## src/rtl/core/fractional_pll_divider_planner_assert.svh

```systemverilog
// Assertion helpers for the divider planner.
// Both expect clk and arst_n to be visible where they are used.
`ifndef FRACTIONAL_PLL_DIVIDER_PLANNER_ASSERT_SVH
`define FRACTIONAL_PLL_DIVIDER_PLANNER_ASSERT_SVH

// Consequent checked in the same cycle as the antecedent.
`define FPDP_ASSERT_SAME(label, ante, cons, msg) \
	label: assert property (@(posedge clk) disable iff (!arst_n) (ante) |-> (cons)) \
		else $error(msg);

// Consequent checked in the cycle after the antecedent.
`define FPDP_ASSERT_NEXT(label, ante, cons, msg) \
	label: assert property (@(posedge clk) disable iff (!arst_n) (ante) |=> (cons)) \
		else $error(msg);

`endif

```

## src/rtl/core/fpdp_pkg.sv

```systemverilog
package fpdp_pkg;

	localparam int NUM_W = 64;
	localparam int DEN_W = 40;
	localparam int F_W   = 35;
	localparam int N_W   = 38;

	localparam logic [25:0] XTAL_OK_HZ      = 26'd24000000;
	localparam logic [31:0] OUT_MAX_HZ      = 32'd225000000;
	localparam logic [35:0] VCO_HALF_CENTI  = 36'd45000000000;
	localparam logic [31:0] XTAL_CENTI      = 32'd2400000000;
	localparam logic [31:0] XTAL_HALF_CENTI = 32'd1200000000;
	localparam logic [6:0]  DIV_MIN         = 7'd4;
	localparam logic [6:0]  DIV_MAX         = 7'd126;
	localparam logic [17:0] P1_OFFSET       = 18'd512;
	localparam logic [31:0] CENTI           = 32'd100;

	localparam logic CFG_CRYSTAL = 1'b0;
	localparam logic CFG_MIN_OUT = 1'b1;

	typedef enum logic [1:0] {
		ST_OK   = 2'd0,
		ST_LOW  = 2'd1,
		ST_HIGH = 2'd2,
		ST_XTAL = 2'd3
	} status_code_t;

	typedef enum logic [4:0] {
		S_IDLE, S_CHECK, S_OD_WAIT, S_VCO, S_CF_TEST, S_CF_WAIT, S_CF_UPD,
		S_K_START, S_K_WAIT, S_SEMI, S_SEMI_MUL, S_CHOOSE, S_M_START, S_M_WAIT,
		S_T_START, S_T_WAIT, S_A_MUL, S_A_START, S_A_WAIT, S_FINISH
	} ctrl_state_t;

	typedef enum logic [3:0] {
		OP_NONE, OP_LOAD, OP_OD_TAKE, OP_VCO_INIT, OP_CF_MUL, OP_CF_UPD, OP_K_MUL,
		OP_SEMI, OP_SEMI_MUL, OP_CHOOSE, OP_M_TAKE, OP_T_TAKE, OP_A_MUL, OP_A_TAKE,
		OP_OUT_LOAD
	} dp_op_t;

	typedef enum logic [2:0] {
		DS_OUTDIV, DS_CF, DS_K, DS_MULT, DS_T, DS_ACH
	} div_sel_t;

	typedef struct packed {
		dp_op_t   op;
		logic     div_start;
		div_sel_t div_sel;
	} dp_cmd_t;

	typedef struct packed {
		logic ok;
		logic div_done;
		logic qn_over;
		logic d_zero;
		logic out_free;
	} dp_status_t;

endpackage

```

## src/rtl/core/fpdp_ctrl.sv

```systemverilog
module fpdp_ctrl (
	input  logic                 clk,
	input  logic                 arst_n,
	input  logic                 in_valid,
	output logic                 in_ready,
	input  fpdp_pkg::dp_status_t sts,
	output fpdp_pkg::dp_cmd_t    cmd
);

	fpdp_pkg::ctrl_state_t state_q, state_d;

	always_ff @(posedge clk or negedge arst_n) begin
		if (!arst_n)
			state_q <= fpdp_pkg::S_IDLE;
		else
			state_q <= state_d;
	end

	always_comb begin
		state_d       = state_q;
		in_ready      = 1'b0;
		cmd.op        = fpdp_pkg::OP_NONE;
		cmd.div_start = 1'b0;
		cmd.div_sel   = fpdp_pkg::DS_CF;
		unique case (state_q)
			fpdp_pkg::S_IDLE: begin
				in_ready = 1'b1;
				if (in_valid) begin
					cmd.op  = fpdp_pkg::OP_LOAD;
					state_d = fpdp_pkg::S_CHECK;
				end
			end
			fpdp_pkg::S_CHECK: begin
				if (!sts.ok) begin
					state_d = fpdp_pkg::S_FINISH;
				end else begin
					cmd.div_start = 1'b1;
					cmd.div_sel   = fpdp_pkg::DS_OUTDIV;
					state_d       = fpdp_pkg::S_OD_WAIT;
				end
			end
			fpdp_pkg::S_OD_WAIT: begin
				if (sts.div_done) begin
					cmd.op  = fpdp_pkg::OP_OD_TAKE;
					state_d = fpdp_pkg::S_VCO;
				end
			end
			fpdp_pkg::S_VCO: begin
				cmd.op  = fpdp_pkg::OP_VCO_INIT;
				state_d = fpdp_pkg::S_CF_TEST;
			end
			fpdp_pkg::S_CF_TEST: begin
				if (sts.d_zero) begin
					state_d = fpdp_pkg::S_K_START;
				end else begin
					cmd.div_start = 1'b1;
					cmd.div_sel   = fpdp_pkg::DS_CF;
					state_d       = fpdp_pkg::S_CF_WAIT;
				end
			end
			fpdp_pkg::S_CF_WAIT: begin
				if (sts.div_done) begin
					cmd.op  = fpdp_pkg::OP_CF_MUL;
					state_d = fpdp_pkg::S_CF_UPD;
				end
			end
			fpdp_pkg::S_CF_UPD: begin
				// next denominator over the bound ends the expansion
				if (sts.qn_over) begin
					state_d = fpdp_pkg::S_K_START;
				end else begin
					cmd.op  = fpdp_pkg::OP_CF_UPD;
					state_d = fpdp_pkg::S_CF_TEST;
				end
			end
			fpdp_pkg::S_K_START: begin
				cmd.div_start = 1'b1;
				cmd.div_sel   = fpdp_pkg::DS_K;
				state_d       = fpdp_pkg::S_K_WAIT;
			end
			fpdp_pkg::S_K_WAIT: begin
				if (sts.div_done) begin
					cmd.op  = fpdp_pkg::OP_K_MUL;
					state_d = fpdp_pkg::S_SEMI;
				end
			end
			fpdp_pkg::S_SEMI: begin
				cmd.op  = fpdp_pkg::OP_SEMI;
				state_d = fpdp_pkg::S_SEMI_MUL;
			end
			fpdp_pkg::S_SEMI_MUL: begin
				cmd.op  = fpdp_pkg::OP_SEMI_MUL;
				state_d = fpdp_pkg::S_CHOOSE;
			end
			fpdp_pkg::S_CHOOSE: begin
				cmd.op  = fpdp_pkg::OP_CHOOSE;
				state_d = fpdp_pkg::S_M_START;
			end
			fpdp_pkg::S_M_START: begin
				cmd.div_start = 1'b1;
				cmd.div_sel   = fpdp_pkg::DS_MULT;
				state_d       = fpdp_pkg::S_M_WAIT;
			end
			fpdp_pkg::S_M_WAIT: begin
				if (sts.div_done) begin
					cmd.op  = fpdp_pkg::OP_M_TAKE;
					state_d = fpdp_pkg::S_T_START;
				end
			end
			fpdp_pkg::S_T_START: begin
				cmd.div_start = 1'b1;
				cmd.div_sel   = fpdp_pkg::DS_T;
				state_d       = fpdp_pkg::S_T_WAIT;
			end
			fpdp_pkg::S_T_WAIT: begin
				if (sts.div_done) begin
					cmd.op  = fpdp_pkg::OP_T_TAKE;
					state_d = fpdp_pkg::S_A_MUL;
				end
			end
			fpdp_pkg::S_A_MUL: begin
				cmd.op  = fpdp_pkg::OP_A_MUL;
				state_d = fpdp_pkg::S_A_START;
			end
			fpdp_pkg::S_A_START: begin
				cmd.div_start = 1'b1;
				cmd.div_sel   = fpdp_pkg::DS_ACH;
				state_d       = fpdp_pkg::S_A_WAIT;
			end
			fpdp_pkg::S_A_WAIT: begin
				if (sts.div_done) begin
					cmd.op  = fpdp_pkg::OP_A_TAKE;
					state_d = fpdp_pkg::S_FINISH;
				end
			end
			fpdp_pkg::S_FINISH: begin
				if (sts.out_free) begin
					cmd.op  = fpdp_pkg::OP_OUT_LOAD;
					state_d = fpdp_pkg::S_IDLE;
				end
			end
			default: state_d = fpdp_pkg::S_IDLE;
		endcase
	end

endmodule
```

## config.mk

```make
export PLATFORM = sky130hd
export DESIGN_NAME = fpdp_ctrl
export DESIGN_NICKNAME = d
export VERILOG_FILES = /design/src/rtl/core/fractional_pll_divider_planner_assert.svh /design/src/rtl/core/fpdp_pkg.sv /design/src/rtl/core/fpdp_ctrl.sv
export SDC_FILE = /design/constraint.sdc
export NUM_CORES = 1
export LEC_CHECK = 0
export ABC_AREA = 0
export BUFFER_PORTS_ARGS = -buffer_cell sky130_fd_sc_hd__buf_2
export CAP_MARGIN = 0
export CORE_MARGIN = 2
export CORE_UTILIZATION = 32
export DETAILED_ROUTE_END_ITERATION = 10
export PLACE_DENSITY = 0.62
export SLEW_MARGIN = 30
export SYNTH_ARGS = -nofsm -noshare
export SYNTH_HDL_FRONTEND = slang
export SYNTH_SLANG_ARGS = --single-unit
```

## constraint.sdc

```tcl
create_clock -name clk -period 1.7 [get_ports clk]
set_clock_uncertainty 0.05 [all_clocks]
set_input_delay 0.085 -clock clk [delete_from_list [all_inputs] [get_ports clk]]
set_output_delay 0.085 -clock clk [all_outputs]
set_load 0.02 [all_outputs]
```

Word-level counts from Yosys, hierarchy flattened

Cells that the tools add are included.

Flip-flop bits (word level): 5
Word-level logic and storage cells: 56

Eq/ne operators: 27
Multiplexer cells: 26
Reductions and logical operators: 2

Operators with widths:

| cell               | number |
|---|---|
| $pmux 5 s20        | 1 |
| $pmux 4 s14        | 1 |
| $mux 5             | 9 |
| $eq 5x4->1 const B | 8 |
| $mux 4             | 6 |
| $pmux 4 s6         | 1 |
| $eq 5x3->1 const B | 4 |
| $eq 5x5->1 const B | 4 |
| $ne 2x2->1 const B | 8 |
| $eq 5x2->1 const B | 2 |
| $mux 3             | 3 |
| $reduce_and 8->1   | 1 |
| $mux 2             | 3 |
| $eq 5x1->1 const B | 1 |
| $logic_not 5->1    | 1 |
| $mux 1             | 2 |

Logic depth before layout (Yosys ltp)

Gate-level depths: netlist (run 1).

Word-level depth: 3
Gate-level depth with buffers: 6
Depth with buffers taken out: 5

Least setup slack after synthesis (run 1)

Ideal clock, no wire load.

Kind: reg-to-output
Start point: reg state_q[4]
End point: out cmd[4] (netlist bit)
Arrival time: 1.665 ns
Setup slack: -0.100 ns
Stages on the path, launching flop included: 5
Path buffers: 0
Path through: dfrtp_1 -> or4_4 -> nor2_1 -> a22oi_1 -> o21ai_0

RTL lines:

| what                   | line            | text |
|---|---|---|
| start, declared        | fpdp_ctrl.sv:10 | `fpdp_pkg::ctrl_state_t state_q, state_d;` |
| start signal, assigned | fpdp_ctrl.sv:14 | `state_q <= fpdp_pkg::S_IDLE;` |
| start signal, assigned | fpdp_ctrl.sv:16 | `state_q <= state_d;` |
| end, declared          | fpdp_ctrl.sv:7  | `output fpdp_pkg::dp_cmd_t cmd` |

Worst setup path in the final report (run 1)

Start point: reg state_q[3]
End point: reg state_q[0]

Cells in the longest elaborated chain, start to end: 3
Elaborated cells between the ends (all ways): 30
Those cells by class: eq/ne: 27; mux: 1; reduce/logical: 2

RTL lines:

| what                                     | line            | text |
|---|---|---|
| $eq 5x2->1, or another cell as far along | fpdp_ctrl.sv:25 | `unique case (state_q)` |
| $ne 2x2->1 (no source line)              | -               |  |
| $reduce_and 8->1 (no source line)        | -               |  |

Several ways; a longest one is shown, not always the timed one.
A chain may end at the register's enable or synchronous reset.

==> run metrics, run 1 <==
status complete, but fails checks; failing checks negative setup slack; Reg power frac approximately a tenth; highest clock rate 530 MHz; Synth top area share between 15 and 20%; clock sink count 5; Die W just over 50 um; worst-skew pair later-pin latency 0.24 ns; Final Instance Area roughly 0.0013 mm^2; via count between 900 and 1,000; met1 usage between 20% and 30%; CTS Buf Count 3; sequential-to-total area share from yosys stat a little under a fifth; Sw Ratio between 40% and 50%; Seq cells post-synth 5; setup TNS -0.784 ns; Final Max Slew Viols 0; M2 GR Usage between 30% and 40%; synthesized instance count 95; GR Overflow Total 0; Critical Path Sink state_q[0]$_DFFE_PN0P_; largest reg by FF count state_q; Least-Margin Pin Slew 0.372 ns; biggest area consumer among synthesized cells dfrtp_1; maxcap violations 0; Synth Net Count 103; 1st-pass router iterations 4; initial core utilization 34.7%; Port Buffers 16; RSZ-0062 raised after global routing yes; busiest grt layer met2; ant diodes 0; Core Area approximately 0.002 mm^2; largest net degree at the start of global routing 11; worst r2r src state_q[3]$_DFFE_PN0P_; FF-to-FF End state_q[0]$_DFFE_PN0P_; initial antenna violation count 0; final worst slack -0.187 ns; CP max stage cell or4_4; CP Capture Type register; Comb pwr share a little under nine tenths; CP Class reg2reg; Worst EP required ~1.8 ns; Fillers between 150 and 200; Worst Reg-to-Reg Cells 5; number of synthesis warnings 0; DRC 0; CP Launch Point state_q[3]$_DFFE_PN0P_; Synth cell types 35; row count 16; first-pass GRT wire length slightly below 4000 um; setup violators final 7; Die Y-Extent 50.6 um; GR Util All Layers between 15 and 20%; IO Count 17; VDD IR max approximately 0.0012 V; Startpoint Class register; Final HPWL DP 1660 um; DR iter-0 viols 21; CTS H-tree depth 1; WHS about 0.13 ns; GP Congestion between 0.8 and 0.9; Final period util 111%; CTS max path bufs 2; clock transition at the registers of the reported paths 0.04 ns; CTS tree done; clock power share 4.3%; post-route ant nets 0; per-cell routed wire length about 16 um; flip-flop count of the largest register after layout 5; GR Util met3 between 3 and 4%; Root Buffer clkbuf_4; flop-to-flop setup slack -0.19 ns; synth top area cells dfrtp_1, nor2_1, nand2_1, o22ai_1, nand2b_1; synthesized cell area 694 um^2; CP Max Fanout 4; Hold Fails Final Rpt 0; biggest regs state_q: 5 flops; fin nets 150; Crit path largest cell delay between 0.5 and 0.6 ns; P&R area growth vs syn 82.2%; WL final 2730 um; Placed Instance Area about 940 um^2; Final min period 1.89 ns; pre-CTS WS -0.0863 ns; Arr. time, crit path about 2 ns; power density cells ~2500 mW/mm^2; Hold Path Class in2async; Avg Cell Area, Syn 7.31 um^2; worst rel slew slack between 70% and 80%; NetSw roughly 1500 uW; share of layout cells above drive strength 1 about three fifths; Vias/cell about 5.5; crit-path cells or4_4 -> buf_4 -> nor3_4 -> a211oi_2 -> mux2_1; vias in the first global route roughly 900; leakage power 0.000555 uW; P_int around 1700 uW; DIE AREA 0.00256 mm^2
cells in the mapped netlist:
| master | number |
|---|---|
| nor3_2 | 2 |
| buf_6 | 1 |
| nor3b_1 | 2 |
| nand3_1 | 1 |
| buf_2 | 3 |
| dfrtp_1 | 5 |
| mux2_1 | 2 |
| nand2b_1 | 5 |
| a32oi_1 | 1 |
| or2_2 | 1 |
| nand2_1 | 10 |
| a22oi_1 | 1 |
| inv_1 | 5 |
| mux2i_1 | 3 |
| o22ai_1 | 6 |
| a31oi_1 | 1 |
| or4_4 | 1 |
| mux2_2 | 2 |
| nor2b_1 | 1 |
| o221ai_2 | 1 |
| nor3_1 | 2 |
| a32o_1 | 1 |
| a211o_1 | 1 |
| a211oi_2 | 1 |
| nand4_1 | 2 |
| o32a_1 | 2 |
| a2bb2oi_1 | 1 |
| xnor2_1 | 2 |
| clkbuf_1 | 3 |
| a21oi_1 | 4 |
| buf_4 | 1 |
| o31ai_1 | 2 |
| o21ai_0 | 5 |
| o32ai_1 | 2 |
| nor2_1 | 12 |
repair_timing:
action | CTS | global route
hold endpoints to repair | 5 | 0
setup buffers | 3 | 7
hold buffers | 1 | 0
pin swaps | 3 | 9
gates resized for setup | 22 | 35
endpoints found under the setup margin | 11 | 12
metrics by stage:
stage               std cells  power, uW  util (%)
finish                    168       3210      63.2
global route              168       3420      63.2
detailed placement        153       2190      46.9
CTS                       161       2570      53.1
floorplan                  95       1500         -
global placement          153       2150      46.9
layout by cell type, fill, tap and decap left out, types with 2 or more instances in the layout:
cell type   n
nand2_2     2
o21ai_0     2
nor2_4      4
buf_2       9
nand2b_1    3
buf_6      12
clkbuf_4    3
mux2i_1     3
a21oi_1     2
o22ai_1     5
nand2b_4    2
mux2_4      2
o32a_1      2
inv_1       5
nor2_1      8
nand2_1     7
nor3_4      2
a21oi_2     2
buf_4      27
nand4_1     2
o21ai_1     3
dfrtp_2     4
routing by layer:
layer  wire, um  vias up
met5          0        -
met4         31        0
met3        118        4
met2       1440       27
met1       1140      454
li1           -      447
worst max-delay path, delay by kind of cell (launching register included):
kind,cells,cell delay (ns)
buffers and inverters,1,0.17
muxes,1,0.34
DFF,1,0.44
AOI/OAI and AO/OA,1,0.10
and+or+nand+nor,2,0.67
final cells by class:
class	instances	area (um^2)	area share, %
multi-input cells	77	648	51.2
clock buffers	4	26.3	2.08
inverters	5	18.8	1.48
flip-flops and latches	5	130	10.3
repair buffers	50	408	32.2
well taps	27	33.8	2.67
power groups by stage:
| stage | Combinational (uW) | Clock [uW] | Sequential, uW |
|---|---|---|---|
| 2_1_floorplan | 1270 | 0 | 228 |
| 3_3_place_gp | 1870 | 0 | 282 |
| 3_5_place_dp | 1900 | 0 | 289 |
| 4_1_cts | 2160 | 138 | 280 |
| 5_1_grt | 2970 | 147 | 312 |
| 6_report | 2760 | 137 | 310 |
how the worst min path moves through the flow:
stage          startpoint                      to  slack [ns]
6_report           arst_n  state_q[4]$_DFFE_PN0P_        0.13
5_1_grt            arst_n  state_q[4]$_DFFE_PN0P_        0.14
4_1_cts            arst_n  state_q[4]$_DFFE_PN0P_        0.13
3_5_place_dp       arst_n  state_q[3]$_DFFE_PN0P_       -0.15
3_3_place_gp       arst_n  state_q[2]$_DFFE_PN0P_       -0.15
2_1_floorplan      arst_n  state_q[0]$_DFFE_PN0P_       -0.26
cells by family (layout without fill, tap and decap cells):
logic type / count (synthesis) / in the layout / share of synthesized area, %
compound gates: 29 / 29 / 30.6
xor+xnor: 2 / 2 / 2.52
simple gates: 39 / 39 / 28.8
buf+inv: 13 / 59 / 9.19
mux: 7 / 7 / 10.8
flops: 5 / 5 / 18.0
Note: power is estimated with default switching activity, not from simulation.
==> run 2: changes to the inputs <==
--- a/config.mk
+++ b/config.mk
@@ -12,6 +12,7 @@
 export CORE_UTILIZATION = 32
 export DETAILED_ROUTE_END_ITERATION = 10
 export PLACE_DENSITY = 0.62
+export SKIP_CTS_REPAIR_TIMING = 1
 export SLEW_MARGIN = 30
 export SYNTH_ARGS = -nofsm -noshare
 export SYNTH_HDL_FRONTEND = slang
==> run metrics, run 2 (synthesis gave the netlist of run 1 again) <==
P&R area growth vs syn 64.1%; setup violators final 9 (+2); GR Util met3 3.27% (-0.30 points); GP Congestion 0.849 (unchanged); post-route ant nets 0 (unchanged); largest reg by FF count state_q; Final period util 108% (-3.1 points); Final Instance Area 0.00114 mm^2 (-9.9%); met1 usage 23.6% (+0.54 points); Final min period 1.83 ns (-0.0532 ns); power density cells 2500 mW/mm^2 (-1.2%); row count 16 (unchanged); DR iter-0 viols 17 (-19%); worst-skew pair later-pin latency 0.24 ns (about the same); CTS max path bufs 2 (unchanged); Total Power 2860 uW (-11%); final worst slack -0.133 ns (+0.0532 ns); failing checks negative setup slack; CP Capture Type output pin; most frequent cells in the layout buf_4, buf_2, nor2_1, nand2_1, buf_6; busiest grt layer met2; initial core utilization 34.7% (unchanged); Root Buffer clkbuf_4; Hold Fails Final Rpt 0 (unchanged); share of layout cells above drive strength 1 54.4% (-5.2 points); Die W 50.6 um (unchanged); initial antenna violation count 0 (unchanged); Hold Path Class in2async; Port Buffers 16 (unchanged); CTS H-tree depth 1 (unchanged); via count 910 (-2.4%); fin nets 145 (-3.3%); VDD IR max 0.00103 V (-16%); WHS 0.128 ns (+0.00340 ns); M2 GR Usage 29.8% (-5.3 points); Fillers 188 (+11%); DIE AREA 0.00256 mm^2 (unchanged); 1st-pass router iterations 4 (unchanged); flip-flop count of the largest register after layout 5 (unchanged); CP Max Fanout 4 (unchanged); post-route insts no fill 163 (-3.0%); Final HPWL DP 1660 um (unchanged); IO Count 17 (unchanged); most common cell after layout, fill and taps aside buf_4; leakage power 0.000501 uW (-9.8%); vias in the first global route 802 (-9.2%); RSZ-0062 raised after global routing yes; status complete, but fails checks; Least-Margin Pin Slew 0.377 ns (+0.00558 ns); WL final 2450 um (-10%); CTS tree done; worst rel slew slack 74.8% (-0.37 points); CP Class reg2out; Vias/cell 5.58 (+0.63%); Core Area 0.00200 mm^2 (unchanged); Final Max Slew Viols 0 (unchanged); CTS Buf Count 3 (unchanged); Placed Instance Area 938 um^2 (unchanged); biggest regs state_q: 5 flops; clock transition at the registers of the reported paths 0.04 ns (about the same); Startpoint Class register; dpl cells 153 (unchanged); maxcap violations 0 (unchanged); per-cell routed wire length 15.0 um (-7.6%); Die Y-Extent 50.6 um (unchanged); highest clock rate 545 MHz (+2.9%); DRC 0 (unchanged); GR Util All Layers 18.0% (-1.6 points); largest net degree at the start of global routing 11 (unchanged); ant diodes 0 (unchanged); Worst EP required 1.56 ns (-0.21 ns); GR Overflow Total 0 (unchanged); first-pass GRT wire length 3570 um (-7.4%); clock sink count 5 (unchanged); Arr. time, crit path 1.70 ns (-0.26 ns)
[run 2: cell types whose count changed in the layout (fill, tap and decap cells not counted), moves of 2 or more]
cell     previous run  this run
buf_6              12         7
buf_2               9        11
buf_4              27        25
nand2_1             7         9
nor3_2              1         3
nor3_4              2         0
[run 2: stage by stage]
stage / setup slack [ns] / setup TNS, ns / utilization, %
3_3_place_gp: -0.0922 / -0.222 / 46.9
3_5_place_dp: -0.0863 / -0.221 / 46.9
4_1_cts: -0.245 / -1.22 / 48.2
5_1_grt: -0.207 / -1.38 / 56.9
6_report: -0.133 / -0.736 / 56.9
2_1_floorplan: 0.00675 / 0 / -
[run 2: power by group]
part / internal (uW) / switching (uW) / total [uW]
registers: 196 / 84.9 / 281
logic: 1200 / 1240 / 2440
clock network: 88.6 / 46.1 / 135
[run 2: metal layers]
| metal | up-vias | routed length (um) |
|---|---|---|
| met5 | - | 0 |
| met4 | 0 | 0 |
| met3 | 0 | 112 |
| met2 | 27 | 1260 |
| met1 | 445 | 1080 |
| li1 | 438 | - |
[run 2: worst paths after layout]
check | endpoint | from | slack, ns | depth (start not counted)
setup / recovery | cmd[4] | state_q[3]$_DFFE_PN0P_ | -0.13 | 5
hold / removal | state_q[4]$_DFFE_PN0P_ | arst_n | 0.13 | 2
setup reg to reg | state_q[0]$_DFFE_PN0P_ | state_q[0]$_DFFE_PN0P_ | -0.12 | 6
hold reg to reg | state_q[0]$_DFFE_PN0P_ | state_q[0]$_DFFE_PN0P_ | 0.50 | 1
max in group asynchronous | state_q[2]$_DFFE_PN0P_ | arst_n | 1.33 | 2
min in group clk | state_q[3]$_DFFE_PN0P_ | sts[3] | 0.19 | 4
[run 2: layout make-up]
| type | instances | area (um^2) | share of cell area [%] |
|---|---|---|---|
| clock buffer | 4 | 26.3 | 2.31 |
| inverter | 5 | 18.8 | 1.65 |
| multi-input combinational | 77 | 594 | 52.1 |
| sequential | 5 | 130 | 11.4 |
| tap | 27 | 33.8 | 2.96 |
| timing repair buffer | 45 | 337 | 29.5 |
[run 2: critical path: stages (launching register included)]
cell and delay (ns):
dfrtp_2 0.44, or4_4 0.57, nor2_4 0.12, a22oi_2 0.08, o21ai_1 0.10, buf_4 0.16
